## config.mk

```make
export PLATFORM = sky130hd
export DESIGN_NAME = incremental_pid_with_integral_hold
export DESIGN_NICKNAME = d
export VERILOG_FILES = /design/src/sv/ipid_pkg.sv /design/src/sv/ipid_incr.sv /design/src/sv/incremental_pid_with_integral_hold.sv
export SDC_FILE = /design/constraint.sdc
export NUM_CORES = 2
export LEC_CHECK = 0
export ABC_AREA = 1
export BUFFER_PORTS_ARGS = -buffer_cell sky130_fd_sc_hd__buf_4
export CAP_MARGIN = 20
export CORE_UTILIZATION = 45
export DETAILED_ROUTE_END_ITERATION = 7
export PLACE_DENSITY = 0.7
export RECOVER_POWER = 100
export SYNTH_ARGS = -nofsm -noshare
export SYNTH_HDL_FRONTEND = slang
export SYNTH_SLANG_ARGS = --single-unit
```

## constraint.sdc

```tcl
create_clock -name clk -period 44.5 [get_ports clk]
set_input_delay 2.225 -clock clk [delete_from_list [all_inputs] [get_ports clk]]
set_output_delay 2.225 -clock clk [all_outputs]
set_load 0.01 [all_outputs]
```

## src/sv/ipid_pkg.sv

```systemverilog
// Package for the incremental PID controller with integral hold.
// Widths, register indexes, reset values and the gain bundle type.
// No dependencies.
`timescale 1ns / 1ps
`default_nettype none

package ipid_pkg;

  localparam int SAMPLE_W    = 12;
  localparam int VAL_W       = 16;
  localparam int ERR_W       = 18;  // setpoint - sample spans -4095..65535
  localparam int D2_W        = 19;  // e - 2*e1 + e2
  localparam int ACC_W       = 32;
  localparam int FRAC_BITS   = 12;
  localparam int SUM_W       = 37;  // exact sum of the three Q.12 products
  localparam int INC_W       = SUM_W - FRAC_BITS;
  localparam int IN_TDATA_W  = 16;
  localparam int OUT_TDATA_W = 16;
  localparam int CFG_ADDR_W  = 3;

  typedef enum logic [CFG_ADDR_W-1:0] {
    REG_SETPOINT = 3'd0,
    REG_GAIN_P   = 3'd1,
    REG_GAIN_I   = 3'd2,
    REG_GAIN_D   = 3'd3,
    REG_OUT_MAX  = 3'd4,
    REG_OUT_MIN  = 3'd5,
    REG_INIT_OUT = 3'd6
  } ipid_reg_t;

  localparam logic [VAL_W-1:0] RST_SETPOINT = 16'd0;
  localparam logic [VAL_W-1:0] RST_GAIN_P   = 16'd819;
  localparam logic [VAL_W-1:0] RST_GAIN_I   = 16'd41;
  localparam logic [VAL_W-1:0] RST_GAIN_D   = 16'd246;
  localparam logic [VAL_W-1:0] RST_OUT_MAX  = 16'd500;
  localparam logic [VAL_W-1:0] RST_OUT_MIN  = 16'd20;
  localparam logic [VAL_W-1:0] RST_INIT_OUT = 16'd10;

  typedef struct packed {
    logic [VAL_W-1:0] kp;
    logic [VAL_W-1:0] ki;
    logic [VAL_W-1:0] kd;
  } ipid_gains_t;

endpackage

`default_nettype wire

```

## src/sv/ipid_incr.sv

```systemverilog
// Velocity-form PID increment: three products, exact sum, shift toward zero.
// Depends on ipid_pkg.
`timescale 1ns / 1ps
`default_nettype none

module ipid_incr (
  input  wire logic signed [ipid_pkg::ERR_W-1:0] err,
  input  wire logic signed [ipid_pkg::ERR_W-1:0] err_prev,
  input  wire logic signed [ipid_pkg::ERR_W-1:0] err_older,
  input  wire ipid_pkg::ipid_gains_t             gains,
  input  wire logic                              hold,
  output logic signed [ipid_pkg::INC_W-1:0]      incr
);
  import ipid_pkg::*;

  logic signed [ERR_W-1:0]       d1;
  logic signed [D2_W-1:0]        err_x;
  logic signed [D2_W-1:0]        prev_x;
  logic signed [D2_W-1:0]        older_x;
  logic signed [D2_W-1:0]        d2;
  logic        [VAL_W-1:0]       ki_eff;
  logic signed [VAL_W+ERR_W:0]   p_prod;
  logic signed [VAL_W+ERR_W:0]   i_prod;
  logic signed [VAL_W+D2_W:0]    d_prod;
  logic signed [SUM_W-1:0]       sum;
  logic signed [SUM_W-1:0]       sum_adj;
  logic signed [SUM_W-1:0]       sum_sh;

  assign d1      = err - err_prev;
  assign err_x   = D2_W'(err);
  assign prev_x  = D2_W'(err_prev);
  assign older_x = D2_W'(err_older);
  assign d2      = err_x - (prev_x <<< 1) + older_x;
  assign ki_eff  = hold ? '0 : gains.ki;

  assign p_prod = $signed({1'b0, gains.kp}) * d1;
  assign i_prod = $signed({1'b0, ki_eff}) * err;
  assign d_prod = $signed({1'b0, gains.kd}) * d2;

  assign sum = SUM_W'(p_prod) + SUM_W'(i_prod) + SUM_W'(d_prod);

  // bias negatives so the arithmetic shift truncates toward zero
  assign sum_adj = sum + (sum[SUM_W-1] ? SUM_W'((1 << FRAC_BITS) - 1) : SUM_W'(0));
  assign sum_sh  = sum_adj >>> FRAC_BITS;
  assign incr    = sum_sh[INC_W-1:0];

endmodule

`default_nettype wire

```

## src/sv/incremental_pid_with_integral_hold.sv

```systemverilog
// Incremental PID controller with integral hold, top level.
// Path: input register, then result register; error history and accumulator update in one step.
// Throughput: one item per cycle unless out_tready stalls the result register.
// Reset (rst_n low, synchronous): registers to defaults, error history zero, accumulator 10.
// Writing initial_output presets acc_r unless s1_fire. cfg_ready is always high.
// Depends on ipid_pkg and ipid_incr.
`timescale 1ns / 1ps
`default_nettype none

module incremental_pid_with_integral_hold (
  input  wire logic                               clk,
  input  wire logic                               rst_n,
  input  wire logic                               in_tvalid,
  output logic                                    in_tready,
  input  wire logic [ipid_pkg::IN_TDATA_W-1:0]    in_tdata,   // [11:0] feedback_sample
  output logic                                    out_tvalid,
  input  wire logic                               out_tready,
  output logic [ipid_pkg::OUT_TDATA_W-1:0]        out_tdata,  // [15:0] drive_value
  output logic                                    out_tuser,  // [0] integral_held
  input  wire logic                               cfg_valid,
  output logic                                    cfg_ready,
  input  wire logic [ipid_pkg::CFG_ADDR_W-1:0]    cfg_addr,
  input  wire logic [ipid_pkg::VAL_W-1:0]         cfg_data
);
  import ipid_pkg::*;

  logic [VAL_W-1:0]        setpoint_r;
  ipid_gains_t             gains_r;
  logic [VAL_W-1:0]        out_max_r;
  logic [VAL_W-1:0]        out_min_r;
  logic [VAL_W-1:0]        init_out_r;

  logic signed [ERR_W-1:0] err_prev_r;
  logic signed [ERR_W-1:0] err_older_r;
  logic signed [ACC_W-1:0] acc_r;
  logic signed [ACC_W-1:0] acc_nxt;

  logic                    s1_v_r;
  logic [SAMPLE_W-1:0]     s1_sample_r;
  logic                    s1_fire;

  logic                    out_v_r;
  logic [VAL_W-1:0]        out_drive_r;
  logic                    out_held_r;

  logic                    cfg_fire;
  logic signed [ERR_W-1:0] err;
  logic                    err_zero;
  logic signed [ACC_W-1:0] omax_x;
  logic signed [ACC_W-1:0] omin_x;
  logic                    held;
  logic signed [INC_W-1:0] incr;
  logic signed [ACC_W:0]   acc_sum;
  logic signed [ACC_W-1:0] acc_new;
  logic [VAL_W-1:0]        drive;

  assign cfg_ready = 1'b1;
  assign cfg_fire  = cfg_valid;

  assign s1_fire   = s1_v_r && (!out_v_r || out_tready);
  assign in_tready = !s1_v_r || s1_fire;

  assign out_tvalid = out_v_r;
  assign out_tdata  = out_drive_r;
  assign out_tuser  = out_held_r;

  // ---- datapath ----
  assign err = $signed({{(ERR_W-VAL_W){1'b0}}, setpoint_r})
             - $signed({{(ERR_W-SAMPLE_W){1'b0}}, s1_sample_r});
  assign err_zero = (err == '0);
  assign omax_x   = $signed({{(ACC_W-VAL_W){1'b0}}, out_max_r});
  assign omin_x   = $signed({{(ACC_W-VAL_W){1'b0}}, out_min_r});
  assign held     = ((acc_r >= omax_x) && !err[ERR_W-1])
                 || ((acc_r <= omin_x) && (err[ERR_W-1] || err_zero));

  ipid_incr u_incr (
    .err       (err),
    .err_prev  (err_prev_r),
    .err_older (err_older_r),
    .gains     (gains_r),
    .hold      (held),
    .incr      (incr)
  );

  assign acc_sum = (ACC_W+1)'(acc_r) + (ACC_W+1)'(incr);

  always_comb begin
    // saturate when the two top bits disagree
    if (acc_sum[ACC_W] != acc_sum[ACC_W-1]) begin
      acc_new = acc_sum[ACC_W] ? {1'b1, {(ACC_W-1){1'b0}}} : {1'b0, {(ACC_W-1){1'b1}}};
    end else begin
      acc_new = acc_sum[ACC_W-1:0];
    end
  end

  // upper limit wins when the limits cross
  always_comb begin
    if (acc_new >= omax_x) begin
      drive = out_max_r;
    end else if (acc_new <= omin_x) begin
      drive = out_min_r;
    end else begin
      drive = acc_new[VAL_W-1:0];
    end
  end

  always_comb begin
    acc_nxt = acc_r;
    if (s1_fire) begin
      acc_nxt = acc_new;
    end else if (cfg_fire && cfg_addr == REG_INIT_OUT) begin
      acc_nxt = $signed({{(ACC_W-VAL_W){1'b0}}, cfg_data});
    end
  end

  // ---- control and state ----
  always_ff @(posedge clk) begin
    if (!rst_n) begin
      setpoint_r  <= RST_SETPOINT;
      gains_r     <= '{kp: RST_GAIN_P, ki: RST_GAIN_I, kd: RST_GAIN_D};
      out_max_r   <= RST_OUT_MAX;
      out_min_r   <= RST_OUT_MIN;
      init_out_r  <= RST_INIT_OUT;
      err_prev_r  <= '0;
      err_older_r <= '0;
      acc_r       <= $signed({{(ACC_W-VAL_W){1'b0}}, RST_INIT_OUT});
      s1_v_r      <= 1'b0;
      out_v_r     <= 1'b0;
    end else begin
      if (cfg_fire) begin
        case (cfg_addr)
          REG_SETPOINT: setpoint_r <= cfg_data;
          REG_GAIN_P:   gains_r.kp <= cfg_data;
          REG_GAIN_I:   gains_r.ki <= cfg_data;
          REG_GAIN_D:   gains_r.kd <= cfg_data;
          REG_OUT_MAX:  out_max_r  <= cfg_data;
          REG_OUT_MIN:  out_min_r  <= cfg_data;
          REG_INIT_OUT: init_out_r <= cfg_data;
          default: ;
        endcase
      end
      acc_r <= acc_nxt;
      if (s1_fire) begin
        err_prev_r  <= err;
        err_older_r <= err_prev_r;
      end
      if (in_tready) begin
        s1_v_r <= in_tvalid;
      end
      if (s1_fire) begin
        out_v_r <= 1'b1;
      end else if (out_tready) begin
        out_v_r <= 1'b0;
      end
    end
  end

  // payload registers
  always_ff @(posedge clk) begin
    if (in_tready && in_tvalid) begin
      s1_sample_r <= in_tdata[SAMPLE_W-1:0];
    end
    if (s1_fire) begin
      out_drive_r <= drive;
      out_held_r  <= held;
    end
  end

`ifndef SYNTH
  a_fire_gives_result: assert property (@(posedge clk) disable iff (!rst_n)
    s1_fire |=> out_v_r)
    else $error("result register not loaded after item step");

  a_stall_holds_stage: assert property (@(posedge clk) disable iff (!rst_n)
    !in_tready |-> (s1_v_r && out_v_r && !out_tready))
    else $error("input stalled without a blocked result");

  a_preset_loads_acc: assert property (@(posedge clk) disable iff (!rst_n)
    (cfg_fire && cfg_addr == REG_INIT_OUT && !s1_fire)
      |=> (acc_r == $signed({{(ACC_W-VAL_W){1'b0}}, init_out_r})))
    else $error("accumulator preset mismatch");
`endif

endmodule

`default_nettype wire

```

* Yosys cells after proc, flatten, opt, wreduce, memory -nomap -nowiden
Cells that the tools add are included.
W data, S select, Z words.
** Storage, ports and cells
- Bits in registers :: 193
- Input bits :: 40
- Logic and storage cells :: 68
** Operators by class
- Add/sub/neg operators :: 8
- Mux-type cells :: 10
- Order comparisons :: 4
- Multiply operators :: 3
- Reduce and logical (&&, ||, !) cells :: 22
- Equality and inequality tests :: 7
** Operators by type and width (number)
- $mux W32 :: 4
- $ge A32 B17 Y1 :: 2
- $le A32 B17 Y1 :: 2
- $mux W16 :: 3
- $add A36 B36 Y37 :: 1
- $add A37 B13 Y37 :: 1
- $add A35 B34 Y36 :: 1
- $mul A17 B19 Y36 :: 1
- $mul A17 B18 Y35 :: 1
- $mul A17 B17 Y34 :: 1
- $add A32 B25 Y33 :: 1
- $add A19 B17 Y19 :: 1
- $sub A17 B18 Y19 :: 1
- $logic_not A18 Y1 :: 1
- $sub A17 B17 Y18 :: 1
- $sub A16 B12 Y17 :: 1
- $mux W12 :: 1
- $reduce_and A2 Y1 :: 6
- $eq A3 B3 Y1 const B :: 3
- $eq A3 B2 Y1 const B :: 2
- $logic_and A1 B1 Y1 :: 5
- $logic_or A1 B1 Y1 :: 4
- $reduce_bool A2 Y1 :: 2
- $eq A3 B1 Y1 const B :: 1
- other kinds (4) :: 7

* Logic depth before layout (Yosys ltp)
- Depth in word-level cells :: 17
- Depth in mapped cells :: 106

* By module
From an unflattened synthesis, not the netlist that was laid out.
** Second synthesis, totals
- Cell total of the unflattened synthesis :: 6279
- Area total of the unflattened synthesis :: 49437.4 um^2
** Modules (own cells, without submodules)
- ipid_incr :: seq. area each 0.0 um^2, area each 37295.8 um^2, cells each 4501, instances 1
- incremental_pid_with_integral_hold :: seq. area each 4154.0 um^2, area each 12141.6 um^2, cells each 1778, instances 1

* Worst setup path before layout
Ideal clock, no wire load.
- Path type :: flip-flop to flip-flop
- From :: register s1_sample_r[0]
- To :: register out_drive_r[10], in the netlist out_tdata[10] (data pin)
- Arrival :: 16.200 ns
- Stages on the path, launching flop included :: 88
- Buffers on the path :: 7
- Slack :: 28.047 ns
- Library setup time :: 0.252 ns
- Path through :: edfxtp_1 > ha_1 > fa_1 > o31ai_1 > xor2_1 > clkbuf_1 > clkinv_1 > fa_1 > ha_1 > a21oi_1 > o21ai_0 > nand3_1 > nand2_1 > nand2_1 > nand2_1 > nand2_1 > nand2_1 > nand2_1 > [52 not listed] > nand3_2 > nand3_1 > nand2_2 > ha_1 > clkbuf_1 > clkbuf_1 > nand2_1 > nand2_1 > inv_1 > ha_1 > nand2_1 > or4_1 > or4_1 > nor2_1 > a21oi_4 > buf_6 > nand2_1 > nand2_1
** Between the ends
- Word-level cells in the longest chain between the ends :: 17
- Elaborated cells between the ends (all ways) :: 26
- Those cells by class :: 8 x add/sub; 3 x mul; 2 x order compare; 1 x eq/ne; 6 x mux; 6 x reduce/logical
** Ends and longest elaborated chain
- from (decl) :: RTL line incremental_pid_with_integral_hold.sv:39 : logic [SAMPLE_W-1:0] s1_sample_r;
- from (signal assigned) :: RTL line incremental_pid_with_integral_hold.sv:161 : s1_sample_r <= in_tdata[SAMPLE_W-1:0];
- $sub A16 B12 Y17 * :: RTL line incremental_pid_with_integral_hold.sv:69 : - $signed({{(ERR_W-SAMPLE_W){1'b0}}, s1_sample_r});
- via err[4] :: RTL line incremental_pid_with_integral_hold.sv:47 : logic signed [ERR_W-1:0] err;
- parallel branches: the longest is 7 deep, another holds $add A35 B34 Y36
- $add A36 B36 Y37 * :: RTL line ipid_incr.sv:40 : assign sum = SUM_W'(p_prod) + SUM_W'(i_prod) + SUM_W'(d_prod);
- $mux W12 :: RTL line ipid_incr.sv:43 : assign sum_adj = sum + (sum[SUM_W-1] ? SUM_W'((1 << FRAC_BITS) - 1) : SUM_W'(0));
- $add A37 B13 Y37 * :: RTL line ipid_incr.sv:43
- $add A32 B25 Y33 * :: RTL line incremental_pid_with_integral_hold.sv:85 : assign acc_sum = (ACC_W+1)'(acc_r) + (ACC_W+1)'(incr);
- $mux W32 or $ne A1 B1 Y1 (tied branches) :: RTL line incremental_pid_with_integral_hold.sv:90, incremental_pid_with_integral_hold.sv:89
- $mux W32 * :: RTL line incremental_pid_with_integral_hold.sv:89 : if (acc_sum[ACC_W] != acc_sum[ACC_W-1]) begin
- $le A32 B17 Y1 :: RTL line incremental_pid_with_integral_hold.sv:100 : end else if (acc_new <= omin_x) begin
- $mux W16 :: RTL line incremental_pid_with_integral_hold.sv:100
- $mux W16 * :: RTL line incremental_pid_with_integral_hold.sv:98 : if (acc_new >= omax_x) begin
- via drive[10] :: RTL line incremental_pid_with_integral_hold.sv:55 : logic [VAL_W-1:0] drive;
- to (signal assigned) :: RTL line incremental_pid_with_integral_hold.sv:164 : out_drive_r <= drive;
- to (decl) :: RTL line incremental_pid_with_integral_hold.sv:43 : logic [VAL_W-1:0] out_drive_r;
Mark *: on every way through the listed nets, which the timed path passes.
A chain may end at the register's enable or synchronous reset.

* Worst setup path in the final report
- From :: register s1_sample_r[2]
- To :: register out_drive_r[8], in the netlist out_tdata[8] (data pin)
** Between the ends
- Word-level cells in the longest chain between the ends :: 17
- Elaborated cells between the ends (all ways) :: 26
- Those cells by class :: 8 x add/sub; 3 x mul; 2 x order compare; 1 x eq/ne; 6 x mux; 6 x reduce/logical
** Ends and longest elaborated chain (RTL line)
- $sub A16 B12 Y17 * :: incremental_pid_with_integral_hold.sv:69
- parallel branches: the longest is 7 deep, another holds $add A35 B34 Y36
- $add A36 B36 Y37 * :: ipid_incr.sv:40
- $mux W12 :: ipid_incr.sv:43
- $add A37 B13 Y37 * :: ipid_incr.sv:43
- $add A32 B25 Y33 * :: incremental_pid_with_integral_hold.sv:85
- $mux W32 or $ne A1 B1 Y1 (tied branches) :: incremental_pid_with_integral_hold.sv:90, incremental_pid_with_integral_hold.sv:89
- $mux W32 * :: incremental_pid_with_integral_hold.sv:89
- $le A32 B17 Y1 :: incremental_pid_with_integral_hold.sv:100
- $mux W16 :: incremental_pid_with_integral_hold.sv:100
- $mux W16 * :: incremental_pid_with_integral_hold.sv:98
- via drive[8] :: incremental_pid_with_integral_hold.sv:55
Marked as above.

==> results.ini <==
[synth]
synth_largest_area_cell=fa_1
synth_area_leaders=fa_1, inv_1, ha_1, nand2_1, dfxtp_1
syn-cell-area_um2=47830
ys.warnings.count=0
postSynthCellCount=6068
net_count_of_the_mapped_netlist=7477
postSynthRegisterBits=193
yosys.cell_types.count=66
synth-seq-area-share=0.08685
synthArstFlopShare=0
netlist.area_leader.share=0.4039
postSynth.topFlopCell=dfxtp_1
postSynthAreaPerCell_um2=7.882
synth_edf_count=29

[routing]
viasPerCell=5.290
postRouteAntennaNets=0
detailedRoute.firstIterationViolations=3507
drc_errors=0
postRouteWirelength_mm=145.8
drt_pass1_iterations=6
drt-wirelength-per-cell_um=19.60
routed-via-count=39370

[timing]
setup_tns_ps=0
grt_setup_unrepaired=no
slew_violations=292
slew_headroom=-1.665
clock.fmax_mhz=43.13
hold_ws_ps=489.5
setup_viol_count_final=0
timing.clock.skew_ps=13.00
layout_setup_ws_ps=21310
finalCriticalPeriod_ps=23190
post-route-period-util=0.5211
worst-slew-pin-transition_ps=3997
timing.final.hold_violations=0

[clock_tree]
clkSlewWorstSetupHoldPaths_ps=90
cts_tree=done
post_cts.resized_instances=0
cts_inserted_buffers=17
worstSkewPairLatency_ps=490
clock_tree.root_cell=clkbuf_16
clock_sinks=193
cts.repair_timing.setup_buffer_count=0
cts.hold.buffers_added=0
clockBufferDepth=2
ctsHtreeMaxLevel=4

[floorplanning]
core_area_um2=105300
floorplan.die.width_um=328.0
start_util=0.4543
floorplan.die.height_um=328.0
die_area_um2=107600
design.portCount=60
rows=119

[hold_path]
worst_hold_startpoint=acc_r[17]
min_path_cells=2
min_path_type=flip-flop to flip-flop

[place]
placement.io_buffers=54
post-place-ws_ps=23710
dp.final_hpwl_mm=126.0
gp_congestion=0.9861

[setup_path]
maximum_fanout_along_the_worst_path=20
cp_launch_type=flip-flop
critPathMostFrequentCell=nand2_1
critical_path_depth=93
timing.critical_path.arrival_ps=23510
crit_type=flip-flop to flip-flop
r2r_cells=93
crit_required_ps=44820
critical_path.startpoint=s1_sample_r[2]
endpoint_class_of_the_critical_path=flip-flop
cp_top_family=simple AND/OR/NAND/NOR gates
cpMaxStageDelayCell=ha_1
worst-path-buf-inv=16
rr_startpoint=s1_sample_r[2]
critical-path-max-stage-delay_ps=840

[global_route]
number_of_global_route_vias_before_repair=39980
grt_first_pass_wirelength_mm=230.3
grt_remaining_overflow=0
grt_usage=0.2794
antenna_found_initial=3
largest_net_degree_at_the_start_of_global_routing=76

[finish]
utilization_of_the_core_after_routing=0.4761
layout.cells.most_common_list=inv_1, nand2_1, fa_1
ant_cells=0
leading_cell_type_in_the_layout_fill_and_taps_excluded=inv_1
area_of_the_multi_input_gates_um2=36970
fillers=10260
layout_stage_area_growth_over_the_synthesis_result_pct=4.780
sequential_cell_area_um2=4154
nets=7447
layout-drive-gt1-share=0.03603

[run_status]
run_status=complete, but fails checks
violations=max-capacitance violations, max-slew violations

[job]
maxCapViolations=6

Yosys cell counts (9+ instances only):
library cell,n
inv_2,23
edfxtp_1,29
nand4_1,39
o21ai_1,19
nand3b_1,18
nand2_1,1148
nor3_1,32
nand3_1,197
o211ai_1,20
clkinv_1,24
clkbuf_1,129
inv_1,1542
nand3_2,19
a21o_1,13
dfxtp_1,164
or2_2,26
a21oi_1,268
a31oi_1,25
xnor2_1,21
o21bai_1,9
xor2_1,31
fa_1,965
nand2_2,17
o21ai_0,180
ha_1,404
nor2_1,595
area by class of cell:
cell class                 instances  share of cell area
clock buffer                      17            0.008489
inverter                        1589              0.1190
tap                             1391             0.03473
timing repair buffer             104             0.01303
sequential                       193             0.08289
clock inverter                    15            0.004045
multi-input combinational       4133              0.7378
per-stage QoR:
| stage | cell area [um2] | instances |
|---|---|---|
| after floorplan | 47830 | 6068 |
| after global placement | 49700 | 7410 |
| after detailed placement | 49700 | 7410 |
| after CTS | 50330 | 7442 |
| after global routing | 50110 | 7442 |
| final | 50110 | 7442 |
per-layer routing:
metal | part of all wire | routed length (um) | track usage | up-vias
li1 | - | - | - | 17960
met1 | 0.43 | 62560 | 0.3944 | 19500
met2 | 0.44 | 64270 | 0.4307 | 1641
met3 | 0.091 | 13240 | 0.05006 | 269
met4 | 0.039 | 5755 | 0.09701 | 4
met5 | 0.00018 | 26 | 0 | -
logic make-up after synthesis:
group | after synthesis | synth area share
simple gates | 2134 | 0.1868
buf+inv | 1742 | 0.1386
fa+ha+maj | 1369 | 0.5096
compound gates | 568 | 0.06525
flops | 193 | 0.08685
xor+xnor | 61 | 0.01282
other cells | 1 | 0.00007841
sequential cells by signal (all words and copies together) (netlist names):
name	count
s1_v_r	1
out_tvalid	1
err_prev_r	17
out_max_r	16
gains_r	48
out_min_r	16
setpoint_r	16
acc_r	32
s1_sample_r	12
out_tuser	1
out_tdata	16
err_older_r	17
path summary, 6_finish.rpt:
kind / endpoint / slack (ps)
hold / removal: acc_r[17] / 490
setup reg to reg: out_tdata[8] / 21310
setup / recovery: out_tdata[8] / 21310
hold reg to reg: acc_r[17] / 490
worst min-delay path: stages (launching register included):
cell     delay [ps]
dfxtp_1         330
nand2_1          60
a21oi_1          50
Power is not shown: default switching activity piles up to over one toggle a cycle in this logic, so the estimate is an artifact.
